File: config.mk
export PLATFORM = sky130hd
export DESIGN_NAME = pair_sum_exists
export DESIGN_NICKNAME = d
export VERILOG_FILES = /design/src/pse_pkg.sv /design/src/pair_sum_exists.sv
export VERILOG_INCLUDE_DIRS = /design/src /design/src/src
export SDC_FILE = /design/constraint.sdc
export NUM_CORES = 1
export LEC_CHECK = 0
export BUFFER_PORTS_ARGS = -buffer_cell sky130_fd_sc_hd__buf_2
export CAP_MARGIN = 15
export CORE_ASPECT_RATIO = 0.5
export CORE_MARGIN = 2
export CORE_UTILIZATION = 44
export CTS_BUF_LIST = sky130_fd_sc_hd__clkbuf_8
export DETAILED_ROUTE_END_ITERATION = 8
export PLACE_DENSITY = 0.7
export RECOVER_POWER = 100
export SYNTH_ARGS = -nofsm -noshare
export SYNTH_HDL_FRONTEND = slang
export SYNTH_SLANG_ARGS = --single-unit
File: constraint.sdc
create_clock -name clk -period 14.2 [get_ports clk]
set_input_delay 1.42 -clock clk [delete_from_list [all_inputs] [get_ports clk]]
set_output_delay 1.42 -clock clk [all_outputs]
set_load 0.005 [all_outputs]
File: src/pair_sum_exists_assert.svh
// Assertion macros for the pair-sum detector.
`ifndef PAIR_SUM_EXISTS_ASSERT_SVH
`define PAIR_SUM_EXISTS_ASSERT_SVH

// Check that a condition implies another in the same cycle.
`define PSE_ASSERT_NOW(lbl, ante, cons, msg) \
  lbl: assert property (@(posedge clk) disable iff (!rst_n) (ante) |-> (cons)) \
    else $error(msg);

// Check that a condition implies another in the following cycle.
`define PSE_ASSERT_NEXT(lbl, ante, cons, msg) \
  lbl: assert property (@(posedge clk) disable iff (!rst_n) (ante) |=> (cons)) \
    else $error(msg);

`endif

File: src/pse_pkg.sv
// Package with types and constants for the pair-sum detector.
package pse_pkg;

  localparam int unsigned CAPACITY_DEF = 16;
  localparam int unsigned DATA_W = 32;

  // One input item: an element and the end-of-set flag.
  typedef struct packed {
    logic signed [DATA_W-1:0] value;
    logic                     last;
  } in_item_t;

  // One result item.
  typedef struct packed {
    logic found;
    logic overflow;
  } out_item_t;

  // Sequencer states.
  typedef enum logic [1:0] {
    S_LOAD,
    S_READ,
    S_CMP,
    S_DONE
  } state_t;

endpackage

File: src/pair_sum_exists.sv
// Pair-sum detector: stores a set, then checks every pair with one shared adder.
// Each element is loaded as one input item. After the last item, if two or more
// elements are stored, the scan checks each pair in a read state and a compare state;
// a hit ends it early. The done state then loads the output register once it is free.
// The input stalls from the last item until the result enters the output register.
// Reset (rst_n low, synchronous) clears the sequencer, count, overflow and output-valid flags and target.
`include "pair_sum_exists_assert.svh"

module pair_sum_exists import pse_pkg::*; #(
  parameter int unsigned CAPACITY = CAPACITY_DEF
) (
  input  logic                     clk,
  input  logic                     rst_n,
  input  logic                     in_valid,
  output logic                     in_stall,
  input  in_item_t                 in_data,
  output logic                     out_valid,
  input  logic                     out_stall,
  output out_item_t                out_data,
  input  logic                     cfg_wr_en,
  input  logic signed [DATA_W-1:0] cfg_wr_data
);

  localparam int unsigned IDX_W = (CAPACITY > 1) ? $clog2(CAPACITY) : 1;
  localparam int unsigned CNT_W = $clog2(CAPACITY + 1);

  state_t state_r, state_nxt;

  logic signed [DATA_W-1:0] target_r;
  logic [CNT_W-1:0]         cnt_r, cnt_nxt;
  logic                     ovf_r, ovf_nxt;
  logic                     found_r, found_nxt;
  logic [IDX_W-1:0]         i_r, i_nxt;
  logic [IDX_W-1:0]         j_r, j_nxt;
  logic                     out_valid_r, out_valid_nxt;
  out_item_t                out_r, out_nxt;

  logic [DATA_W-1:0]        mem [CAPACITY];
  logic [DATA_W-1:0]        rd_a_r, rd_b_r;

  logic                     in_acc;
  logic                     full;
  logic                     wr_en;
  logic [CNT_W-1:0]         n_load;
  logic [DATA_W:0]          sum;
  logic                     match;
  logic                     j_at_end;
  logic [CNT_W-1:0]         i_plus2;
  logic                     i_has_next;
  logic                     out_free;

  // Handshake and shared arithmetic.
  assign in_acc     = in_valid && !in_stall;
  assign full       = (cnt_r == CNT_W'(CAPACITY));
  assign wr_en      = in_acc && !full;
  assign n_load     = full ? cnt_r : cnt_r + CNT_W'(1);
  assign sum        = {rd_a_r[DATA_W-1], rd_a_r} + {rd_b_r[DATA_W-1], rd_b_r};
  assign match      = (sum == {target_r[DATA_W-1], target_r});
  assign j_at_end   = (CNT_W'(j_r) == cnt_r - CNT_W'(1));
  assign i_plus2    = CNT_W'(i_r) + CNT_W'(2);
  assign i_has_next = (i_plus2 < cnt_r);
  assign out_free   = !out_valid_r || !out_stall;

  // Next state.
  always_comb begin
    state_nxt = state_r;
    unique case (state_r)
      S_LOAD: begin
        if (in_acc && in_data.last) begin
          state_nxt = (n_load >= CNT_W'(2)) ? S_READ : S_DONE;
        end
      end
      S_READ: state_nxt = S_CMP;
      S_CMP: begin
        if (match || (j_at_end && !i_has_next)) begin
          state_nxt = S_DONE;
        end else begin
          state_nxt = S_READ;
        end
      end
      S_DONE: begin
        if (out_free) begin
          state_nxt = S_LOAD;
        end
      end
      default: state_nxt = S_LOAD;
    endcase
  end

  // Outputs and datapath next values.
  always_comb begin
    in_stall      = (state_r != S_LOAD);
    cnt_nxt       = cnt_r;
    ovf_nxt       = ovf_r;
    found_nxt     = found_r;
    i_nxt         = i_r;
    j_nxt         = j_r;
    out_nxt       = out_r;
    out_valid_nxt = out_valid_r && out_stall;
    unique case (state_r)
      S_LOAD: begin
        if (in_acc) begin
          cnt_nxt = n_load;
          ovf_nxt = ovf_r || full;
          if (in_data.last) begin
            found_nxt = 1'b0;
            i_nxt     = '0;
            j_nxt     = IDX_W'(1);
          end
        end
      end
      S_READ: begin
      end
      S_CMP: begin
        if (match) begin
          found_nxt = 1'b1;
        end else if (j_at_end) begin
          i_nxt = i_r + IDX_W'(1);
          j_nxt = i_plus2[IDX_W-1:0];
        end else begin
          j_nxt = j_r + IDX_W'(1);
        end
      end
      S_DONE: begin
        if (out_free) begin
          out_valid_nxt    = 1'b1;
          out_nxt.found    = found_r;
          out_nxt.overflow = ovf_r;
          cnt_nxt          = '0;
          ovf_nxt          = 1'b0;
        end
      end
      default: begin
      end
    endcase
  end

  // Control registers.
  always_ff @(posedge clk) begin
    if (!rst_n) begin
      state_r     <= S_LOAD;
      cnt_r       <= '0;
      ovf_r       <= 1'b0;
      out_valid_r <= 1'b0;
      target_r    <= '0;
    end else begin
      state_r     <= state_nxt;
      cnt_r       <= cnt_nxt;
      ovf_r       <= ovf_nxt;
      out_valid_r <= out_valid_nxt;
      if (cfg_wr_en) begin
        target_r <= cfg_wr_data;
      end
    end
  end

  // Payload and scan registers.
  always_ff @(posedge clk) begin
    found_r <= found_nxt;
    i_r     <= i_nxt;
    j_r     <= j_nxt;
    out_r   <= out_nxt;
  end

  // Element store: one write port, two registered read ports.
  always_ff @(posedge clk) begin
    if (wr_en) begin
      mem[cnt_r[IDX_W-1:0]] <= in_data.value;
    end
    if (state_r == S_READ) begin
      rd_a_r <= mem[i_r];
      rd_b_r <= mem[j_r];
    end
  end

  assign out_valid = out_valid_r;
  assign out_data  = out_r;

  // Checks on the sequencer and the scan indexes.
  `PSE_ASSERT_NOW(a_no_accept_busy, in_acc, state_r == S_LOAD, "item accepted while busy")
  `PSE_ASSERT_NOW(a_cnt_range, 1'b1, cnt_r <= CNT_W'(CAPACITY), "element count past capacity")
  `PSE_ASSERT_NOW(a_pair_distinct, state_r == S_CMP, j_r > i_r && CNT_W'(j_r) < cnt_r, "bad pair")
  `PSE_ASSERT_NEXT(a_out_from_done, state_r != S_DONE, !$rose(out_valid_r), "stray result")

endmodule
==> results.py, run 1 <==
metrics = {
    "worst_setup_path": {
        "crit_path_start_kind": "flip-flop",
        "path_class": "reg -> reg",
        "cp_max_fo": 35,
        "rr_worst_depth": 10,
        "worstPathRequired_ns": 14.72,
        "arrival_ns": 5.93,
        "endpoint_kind": "flip-flop",
        "cp-startpoint": "i_r[2]",
        "regToRegStartpoint": "i_r[2]",
    },
    "synthesis": {
        "synth_seq_cells": 628,
        "synth.distinct_cells": 81,
        "synthTopCellsByCount": "edfxtp_1, mux4_2, clkbuf_1",
        "synth.cell_area_mm2": 0.02993,
        "yosysMostFrequentCell": "edfxtp_1",
        "syn_inst": 1595,
        "synth_top_area_cell": "edfxtp_1",
        "synth_top_area_share_pct": 58.89,
        "syn-num-nets": 1709,
        "synth-edff-count": 587,
        "avgSynthCellArea_um2": 18.77,
        "async_reset_ff_share_pct": 0,
        "synthFlopType": "edfxtp_1",
        "synth-seq-area-share_pct": 61.63,
        "yosysWarnings": 0,
        "synth_area_leaders": "edfxtp_1, mux4_2, dfxtp_1, ha_1, mux2i_1",
    },
    "final_layout": {
        "fill_cells": 5426,
        "syn_to_final_growth_pct": 9.518,
        "layout.cells.non_filler": 2655,
        "drive_gt1_share_pct": 28.69,
        "nNetsFinal": 1802,
    },
    "sta": {
        "rsz0062_at_grt": "no",
        "hold_viol": 0,
        "period_needed_ns": 5.410,
        "finalMaxSlewViolations": 698,
        "fin_crit_sh_pct": 38.10,
        "slew-limit-headroom_pct": -193.9,
        "tns_ns": 0,
        "fmax_mhz": 184.8,
        "tightestPinTransition_ns": 4.408,
        "setup_viol": 0,
        "fin_skew_ns": 0.04810,
    },
    "detailed_routing": {
        "drt_iter0_drc": 2189,
        "drt_pre_antenna_iters": 6,
        "drc": 0,
        "dr_total_vias": 16730,
        "post_drt_wl_per_cell_um": 28.46,
        "viasPerCell": 6.301,
        "wl_um": 75560,
        "ant_nets": 0,
    },
    "clock_network": {
        "post_cts_buffers": 0,
        "clkLatencyLatePin_ns": 0.69,
        "numCtsBuffers": 94,
        "tritoncts": "done",
        "cts_root_buffer": "clkbuf_8",
        "cts.sinks": 628,
        "postCtsResizedCells": 0,
        "htreeDepth": 3,
        "clockBufferDepth": 3,
        "cts.reportedPaths.clkPinSlew_ns": 0.06,
        "cts_hold_buf": 0,
    },
    "floorplanning": {
        "start_util_pct": 44.58,
        "core_mm2": 0.06715,
        "die_area_mm2": 0.07026,
        "ios": 74,
        "die_w_um": 372.9,
        "die_h_um": 188.4,
        "rows": 67,
    },
    "status": {
        "outcome": "finished with violations",
        "failed_checks": "max-capacitance violations, max-slew violations",
    },
    "global_route": {
        "grt_max_degree": 133,
        "grt_first_pass_wirelength_um": 112600,
        "grt-ovfl-total": 0,
        "antenna_found_initial": 4,
        "grt_pass1_vias": 16930,
        "grt_use_total_pct": 21.89,
    },
    "power_and_ir_drop": {
        "p_total_mw": 3.978,
        "power.density_mw_per_mm2": 121.3,
        "p_leak_nw": 10.49,
        "peakVddDrop_mv": 0.05872,
    },
    "placed_design": {
        "portBuffers": 73,
        "dp_hpwl_um": 42280,
        "place_inst": 2489,
        "place.gp.congestion": 0.9227,
    },
    "hold_path": {
        "hp-class": "reg -> reg",
        "hold_start": "ovf_r",
        "min_delay_path_depth": 0,
    },
    "flow_run": {
        "cap_violations": 20,
    },
}
==> final timing paths <==
path	endpoint	slack, ns
setup / recovery	state_r[1]	8.79
hold / removal	out_data[0]	0.46
setup reg to reg	state_r[1]	8.79
hold reg to reg	out_data[0]	0.46
==> flip-flops by register name, summed over array words and instances, names as in the netlist <==
signal and cells:
cnt_r 5, found_r 1, i_r 4, j_r 4
mem 512, out_data 2, out_valid 1, ovf_r 1
rd_a_r 32, rd_b_r 32, state_r 2, target_r 32
==> stage by stage <==
stage                     setup slack, ns  hold WS, ns  instance area, um2  utilization, %
after detailed placement            10.55       0.4348               31340           46.67
after floorplan                     8.406       0.4003               29930               -
final                               8.790       0.4560               32780           48.82
after global placement              10.54       0.4159               31340           46.67
after CTS                           10.51       0.4494               33020           49.17
after global routing                8.220       0.4533               32780           48.82
==> cells by family (layout without fill, tap and decap cells) <==
kind of cell / count (synthesis) / after routing / share of synthesized area (%)
buffers and inverters: 124 / 286 / 1.676
DFF: 628 / 628 / 61.63
other: 0 / 1 / 0
AOI/OAI and AO/OA: 175 / 175 / 4.101
xor gates and xnor gates: 54 / 54 / 1.630
adders and majority gates: 44 / 44 / 1.864
and+or+nand+nor: 213 / 213 / 3.783
muxes: 357 / 357 / 25.31
==> report_power, final <==
| part | internal [mW] | total, mW | leakage, nW | switching, mW |
|---|---|---|---|---|
| sequential | 2.08 | 2.11 | 5.65 | 0.0270 |
| clock | 0.663 | 1.35 | 0.988 | 0.686 |
| combinational | 0.226 | 0.521 | 3.85 | 0.295 |
==> layout by cell type (no fill, tap or decap), types with 22 or more instances in the layout <==
cell,count
nand3_1,22
inv_1,55
xnor2_1,35
clkbuf_8,99
dfxtp_1,41
ha_1,43
mux4_2,320
nor2b_1,35
a21oi_1,50
mux2i_1,37
nand2_1,42
nor2_1,40
buf_2,36
edfxtp_1,587
clkbuf_1,56
==> critical path, stage by stage (launching register included) <==
cell      delay [ns]
edfxtp_1        0.32
clkbuf_1        3.05
ha_1            0.69
ha_1            0.28
a21boi_0        0.12
o21ai_0         0.16
nand2b_1        0.08
a21oi_1         0.15
o22ai_1         0.08
o21ai_0         0.21
o21ai_0         0.12
==> per-layer routing <==
metal	part of all wire (%)	routed length, um	global-route usage [%]	vias up
met5	0.044	33	0	-
met4	2.2	1663	6.129	6
met3	9.8	7426	4.728	121
met2	45	33750	32.08	904
met1	43	32690	33.18	8760
li1	-	-	-	6938
==> final cells by class <==
class / instances / area, um2 / share of cell area, %
flip-flops and latches: 628 / 18450 / 56.27
multi-input cells: 843 / 10950 / 33.40
clock buffers: 99 / 1363 / 4.157
well taps: 897 / 1122 / 3.424
repair buffers: 100 / 500.5 / 1.527
clock inverters: 66 / 316.6 / 0.9657
inverters: 21 / 78.83 / 0.2405
diodes: 1 / 2.502 / 0.007634
(Power assumes the default switching activity.)
==> inputs of run 2 (changes only) <==
Settings changed: PLACE_DENSITY 0.7 to 0.72.
Clock period 14.2 ns to 4.6 ns, I/O delays scaled along.
==> results.py, run 2 (synthesis results as in run 1) <==
metrics = {
    "worst_setup_path": {
        "slowest_delay_ns": 0.55,
        "crit_chain": "ha_1 -> fa_1 -> a211oi_1 -> o21a_1 -> o311ai_1 -> a31oi_1 -> o31a_1 -> o21ai_1 -> and3_1 -> o32a_1 -> and2_0 -> a211oi_1",
        "worstPathRequired_ns": 4.89,
        "crit_path_start_kind": "flip-flop",
        "arrival_ns": 4.28,
        "regToRegStartpoint": "rd_a_r[0]",
        "cp_common_cell": "a211oi_1",
        "cp_max_fo": 4,
        "slowest_stage": "a211oi_1",
        "endpoint_kind": "flip-flop",
        "path_class": "reg -> reg",
        "cp-startpoint": "rd_a_r[0]",
    },
    "power_and_ir_drop": {
        "p_total_mw": 12.44,
        "p_leak_nw": 10.61,
        "clkPwrFrac_pct": 34.4,
        "combPwrFrac_pct": 13.4,
        "p_seq_share_pct": 52.2,
        "p_int_mw": 9.278,
        "swShare_pct": 25.45,
        "switchingPower_mw": 3.167,
        "power.density_mw_per_mm2": 376.8,
        "peakVddDrop_mv": 0.1989,
    },
    "clock_network": {
        "cts_hold_buf": 9,
        "post_cts_buffers": 0,
        "numCtsBuffers": 90,
        "clockBufferDepth": 3,
        "postCtsResizedCells": 0,
        "cts.sinks": 628,
        "clkLatencyLatePin_ns": 0.70,
        "htreeDepth": 3,
        "cts_root_buffer": "clkbuf_8",
        "cts.reportedPaths.clkPinSlew_ns": 0.06,
        "tritoncts": "done",
    },
    "sta": {
        "fmax_mhz": 250.9,
        "finalMaxSlewViolations": 406,
        "slew-limit-headroom_pct": -84.96,
        "fin_skew_ns": 0.05280,
        "tightestPinTransition_ns": 2.769,
        "hold_viol": 0,
        "rsz0062_at_grt": "no",
        "setup_viol": 0,
        "fin_crit_sh_pct": 86.65,
        "period_needed_ns": 3.986,
        "tns_ns": 0,
    },
    "placed_design": {
        "portBuffers": 73,
        "place.gp.congestion": 0.8455,
        "dp_hpwl_um": 43080,
        "placed_cell_area_mm2": 0.03146,
    },
    "detailed_routing": {
        "drt_pre_antenna_iters": 5,
        "drt_iter0_drc": 1993,
        "viasPerCell": 6.207,
        "dr_total_vias": 16580,
        "wl_um": 73940,
        "ant_nets": 0,
        "drc": 0,
        "post_drt_wl_per_cell_um": 27.68,
    },
    "global_route": {
        "grt_max_degree": 132,
        "grt-ovfl-total": 0,
        "antenna_found_initial": 8,
        "grt_first_pass_wirelength_um": 108800,
        "grt_use_total_pct": 21.17,
        "grt_pass1_vias": 16560,
    },
    "floorplanning": {
        "die_area_mm2": 0.07026,
        "core_mm2": 0.06715,
        "die_w_um": 372.9,
        "ios": 74,
        "die_h_um": 188.4,
        "rows": 67,
        "start_util_pct": 44.58,
    },
    "final_layout": {
        "drive_gt1_share_pct": 30.25,
        "nNetsFinal": 1812,
        "final_common_cell": "edfxtp_1",
        "fin_area_mm2": 0.03303,
        "fill_cells": 5430,
        "largest_reg_flops": 512,
        "final_cell_mix": "edfxtp_1, mux4_2, clkbuf_8",
        "fin_util_pct": 49.19,
        "syn_to_final_growth_pct": 10.35,
    },
    "flow_run": {
        "cap_violations": 13,
    },
    "status": {
        "failed_checks": "max-capacitance violations, max-slew violations",
        "outcome": "finished with violations",
    },
    "hold_path": {
        "hp-class": "in -> reg",
        "hold_start": "cfg_wr_data[5]",
    },
}
==> run 2: cell count changes in the layout (fill, tap and decap cells not counted), moves of 3 or more <==
cell / previous run / this run
clkinv_2: 8 / 18
clkbuf_8: 99 / 94
clkbuf_2: 0 / 20
bufinv_16: 1 / 4
inv_1: 55 / 43
clkinv_1: 18 / 24
dlygate4sd3_1: 0 / 9
clkbuf_1: 56 / 37
==> run 2: worst max-delay path: cells and delay by family, from the launching register on <==
family	cells	cell delay (ns)
and+or+nand+nor	2	0.38
adders and majority gates	2	0.65
AOI/OAI and AO/OA	8	2.21
DFF	1	0.37
==> run 2: stage by stage <==
stage                     hold slack, ns  setup WS, ns  instances
final                            0.06448        0.6143       2671
after global routing             0.03481        0.4315       2671
after CTS                       0.001149        0.9652       2669
after detailed placement          0.4256         1.016       2494
after global placement            0.4167         1.014       2494
after floorplan                   0.4003       -0.2478       1595
==> run 2: per-layer routing <==
metal | vias up | routed length (um) | GRT usage (%)
met1 | 8638 | 30280 | 30.07
met3 | 112 | 8367 | 7.019
met2 | 858 | 33930 | 31.59
met4 | 4 | 1345 | 5.582
met5 | - | 23 | 0
li1 | 6967 | - | -
==> run 2: area by class of cell <==
cell class,instances,area (um2),area share (%)
diodes,2,5.005,0.01515
clock buffers,94,1294,3.917
repair buffers,114,656.9,1.989
flip-flops and latches,628,18450,55.85
clock inverters,72,442.9,1.341
multi-input cells,843,10980,33.25
well taps,897,1122,3.398
inverters,21,78.83,0.2386
==> run 2: path summary, 6_finish.rpt <==
path | end | slack, ns | depth (start not counted)
worst max-delay path | j_r[3] | 0.61 | 12
worst max register to register | j_r[3] | 0.61 | 12
worst min register to register | out_data[0] | 0.44 | 0
worst min-delay path | target_r[5] | 0.06 | 3
==> run 2: power groups by stage <==
stage	combinational, mW	clock (mW)	sequential (mW)
6_report	1.67	4.28	6.50
5_1_grt	1.78	4.61	6.51
4_1_cts	1.66	4.38	6.49
3_5_place_dp	1.65	0	6.61
3_3_place_gp	1.65	0	6.60
2_1_floorplan	1.13	0	6.58
==> inputs of run 3 (changes only) <==
Settings changed: CTS_BUF_LIST sky130_fd_sc_hd__clkbuf_8 to sky130_fd_sc_hd__clkbuf_4 sky130_fd_sc_hd__clkbuf_8, MAX_ROUTING_LAYER set to met4.
==> results.py, run 3 (synthesis results as in run 1) <==
metrics = {
    "status": {
        "outcome": "finished with violations",
        "failed_checks": "max-capacitance violations, max-slew violations",
    },
    "sta": {
        "slew-limit-headroom_pct": -131.4,
        "finalMaxSlewViolations": 376,
        "fmax_mhz": 251.9,
        "fin_crit_sh_pct": 86.30,
        "period_needed_ns": 3.970,
        "rsz0062_at_grt": "no",
        "fin_skew_ns": 0.03957,
        "setup_viol": 0,
        "whs_ns": 0.04800,
        "tightestPinTransition_ns": 3.471,
        "hold_viol": 0,
    },
    "global_route": {
        "grt_use_total_pct": 22.08,
        "antenna_found_initial": 4,
        "grt_first_pass_wirelength_um": 110200,
        "grt_max_degree": 96,
        "grt_pass1_vias": 16690,
        "grt-ovfl-total": 0,
    },
    "worst_setup_path": {
        "crit_path_start_kind": "flip-flop",
        "slowest_stage": "nor2_1",
        "arrival_ns": 4.28,
        "endpoint_kind": "flip-flop",
        "crit_path_end": "mem[15][1]",
        "path_class": "reg -> reg",
        "regToRegStartpoint": "cnt_r[1]",
        "crit_chain": "ha_1 -> nand3_1 -> nor2_1 -> clkbuf_2",
        "slowest_delay_ns": 1.70,
        "worstPathRequired_ns": 4.91,
        "cp_max_fo": 18,
        "ff2ff_setup_slack_ns": 0.63,
        "cp-startpoint": "cnt_r[1]",
        "rr_worst_depth": 4,
        "reg2reg_to": "mem[15][1]",
    },
    "detailed_routing": {
        "viasPerCell": 6.221,
        "drc": 0,
        "dr_total_vias": 16640,
        "ant_nets": 0,
        "drt_pre_antenna_iters": 5,
        "wl_um": 74470,
        "drt_iter0_drc": 2024,
        "post_drt_wl_per_cell_um": 27.85,
    },
    "flow_run": {
        "cap_violations": 13,
    },
    "final_layout": {
        "fin_area_mm2": 0.03313,
        "final_common_cell": "edfxtp_1",
        "fin_util_pct": 49.34,
        "syn_to_final_growth_pct": 10.68,
        "final_cell_mix": "edfxtp_1, mux4_2, clkbuf_8",
        "drive_gt1_share_pct": 32.11,
        "multi_input_area_mm2": 0.01098,
        "fill_cells": 5407,
        "nNetsFinal": 1818,
        "seq_area_mm2": 0.01845,
        "layout.cells.non_filler": 2674,
        "largest_reg_flops": 512,
    },
    "power_and_ir_drop": {
        "p_total_mw": 12.62,
        "peakVddDrop_mv": 0.2067,
        "p_leak_nw": 10.62,
        "power.density_mw_per_mm2": 381.0,
    },
    "hold_path": {
        "hp-class": "in -> reg",
        "hold_start": "cfg_wr_data[30]",
    },
    "placed_design": {
        "portBuffers": 73,
        "dp_hpwl_um": 44430,
        "placed_cell_area_mm2": 0.03147,
        "place.gp.congestion": 0.9063,
        "place_inst": 2500,
    },
    "clock_network": {
        "htreeDepth": 3,
        "clkLatencyLatePin_ns": 0.70,
        "tritoncts": "done",
        "clockBufferDepth": 3,
        "postCtsResizedCells": 0,
        "cts_root_buffer": "clkbuf_8",
        "numCtsBuffers": 91,
        "cts.sinks": 628,
        "cts.reportedPaths.clkPinSlew_ns": 0.07,
    },
    "floorplanning": {
        "die_h_um": 188.4,
        "die_w_um": 372.9,
        "die_area_mm2": 0.07026,
        "start_util_pct": 44.58,
        "ios": 74,
        "rows": 67,
        "core_mm2": 0.06715,
    },
}
==> run 3: worst max-delay path: cells and delay by family (launching register included) <==
family        cells  cell delay [ns]
fa+ha+maj         1             0.35
buf+inv           1             0.88
flops             1             0.48
simple gates      2             1.88
==> run 3: worst min path at each step <==
stage / endpoint / slack, ns / cells after the start
after floorplan: out_data[1] / 0.40 / 0
final: target_r[30] / 0.05 / 3
after CTS: target_r[12] / 0.002 / 3
after global placement: out_data[0] / 0.42 / 0
after detailed placement: out_data[0] / 0.42 / 0
after global routing: target_r[30] / 0.007 / 3
==> run 3: where the power goes <==
group          switching, mW  internal, mW  leakage (nW)  total (mW)
Combinational          0.930         0.702          3.98        1.63
Sequential            0.0837          6.42          5.65        6.50
Clock                   2.14          2.35         0.986        4.49
Total                   3.16          9.47          10.6        12.6
==> run 3: what timing repair did <==
action                    CTS  global route
hold buffers                8             0
setup buffers               0             0
hold endpoints to repair    8             0
==> run 3: layer usage <==
| layer | share of wire (%) | GRT usage, % |
|---|---|---|
| met3 | 11 | 5.285 |
| met5 | 0 | - |
| met4 | 2.3 | 5.832 |
| met2 | 46 | 32.13 |
| met1 | 41 | 31.40 |
==> run 3: per-stage QoR <==
step / TNS [ns] / worst slack, ns
5_1_grt: 0 / 0.3717
2_1_floorplan: -29.59 / -0.2478
4_1_cts: 0 / 0.8576
3_3_place_gp: 0 / 0.9177
3_5_place_dp: 0 / 0.8991
6_report: 0 / 0.6300
==> run 3: area by class of cell <==
type,count,area share (%)
diodes,2,0.01511
clock buffers,136,4.933
clock inverters,28,0.5967
inverters,21,0.2379
multi-input cells,843,33.14
flip-flops and latches,628,55.69
well taps,897,3.388
repair buffers,119,2.002
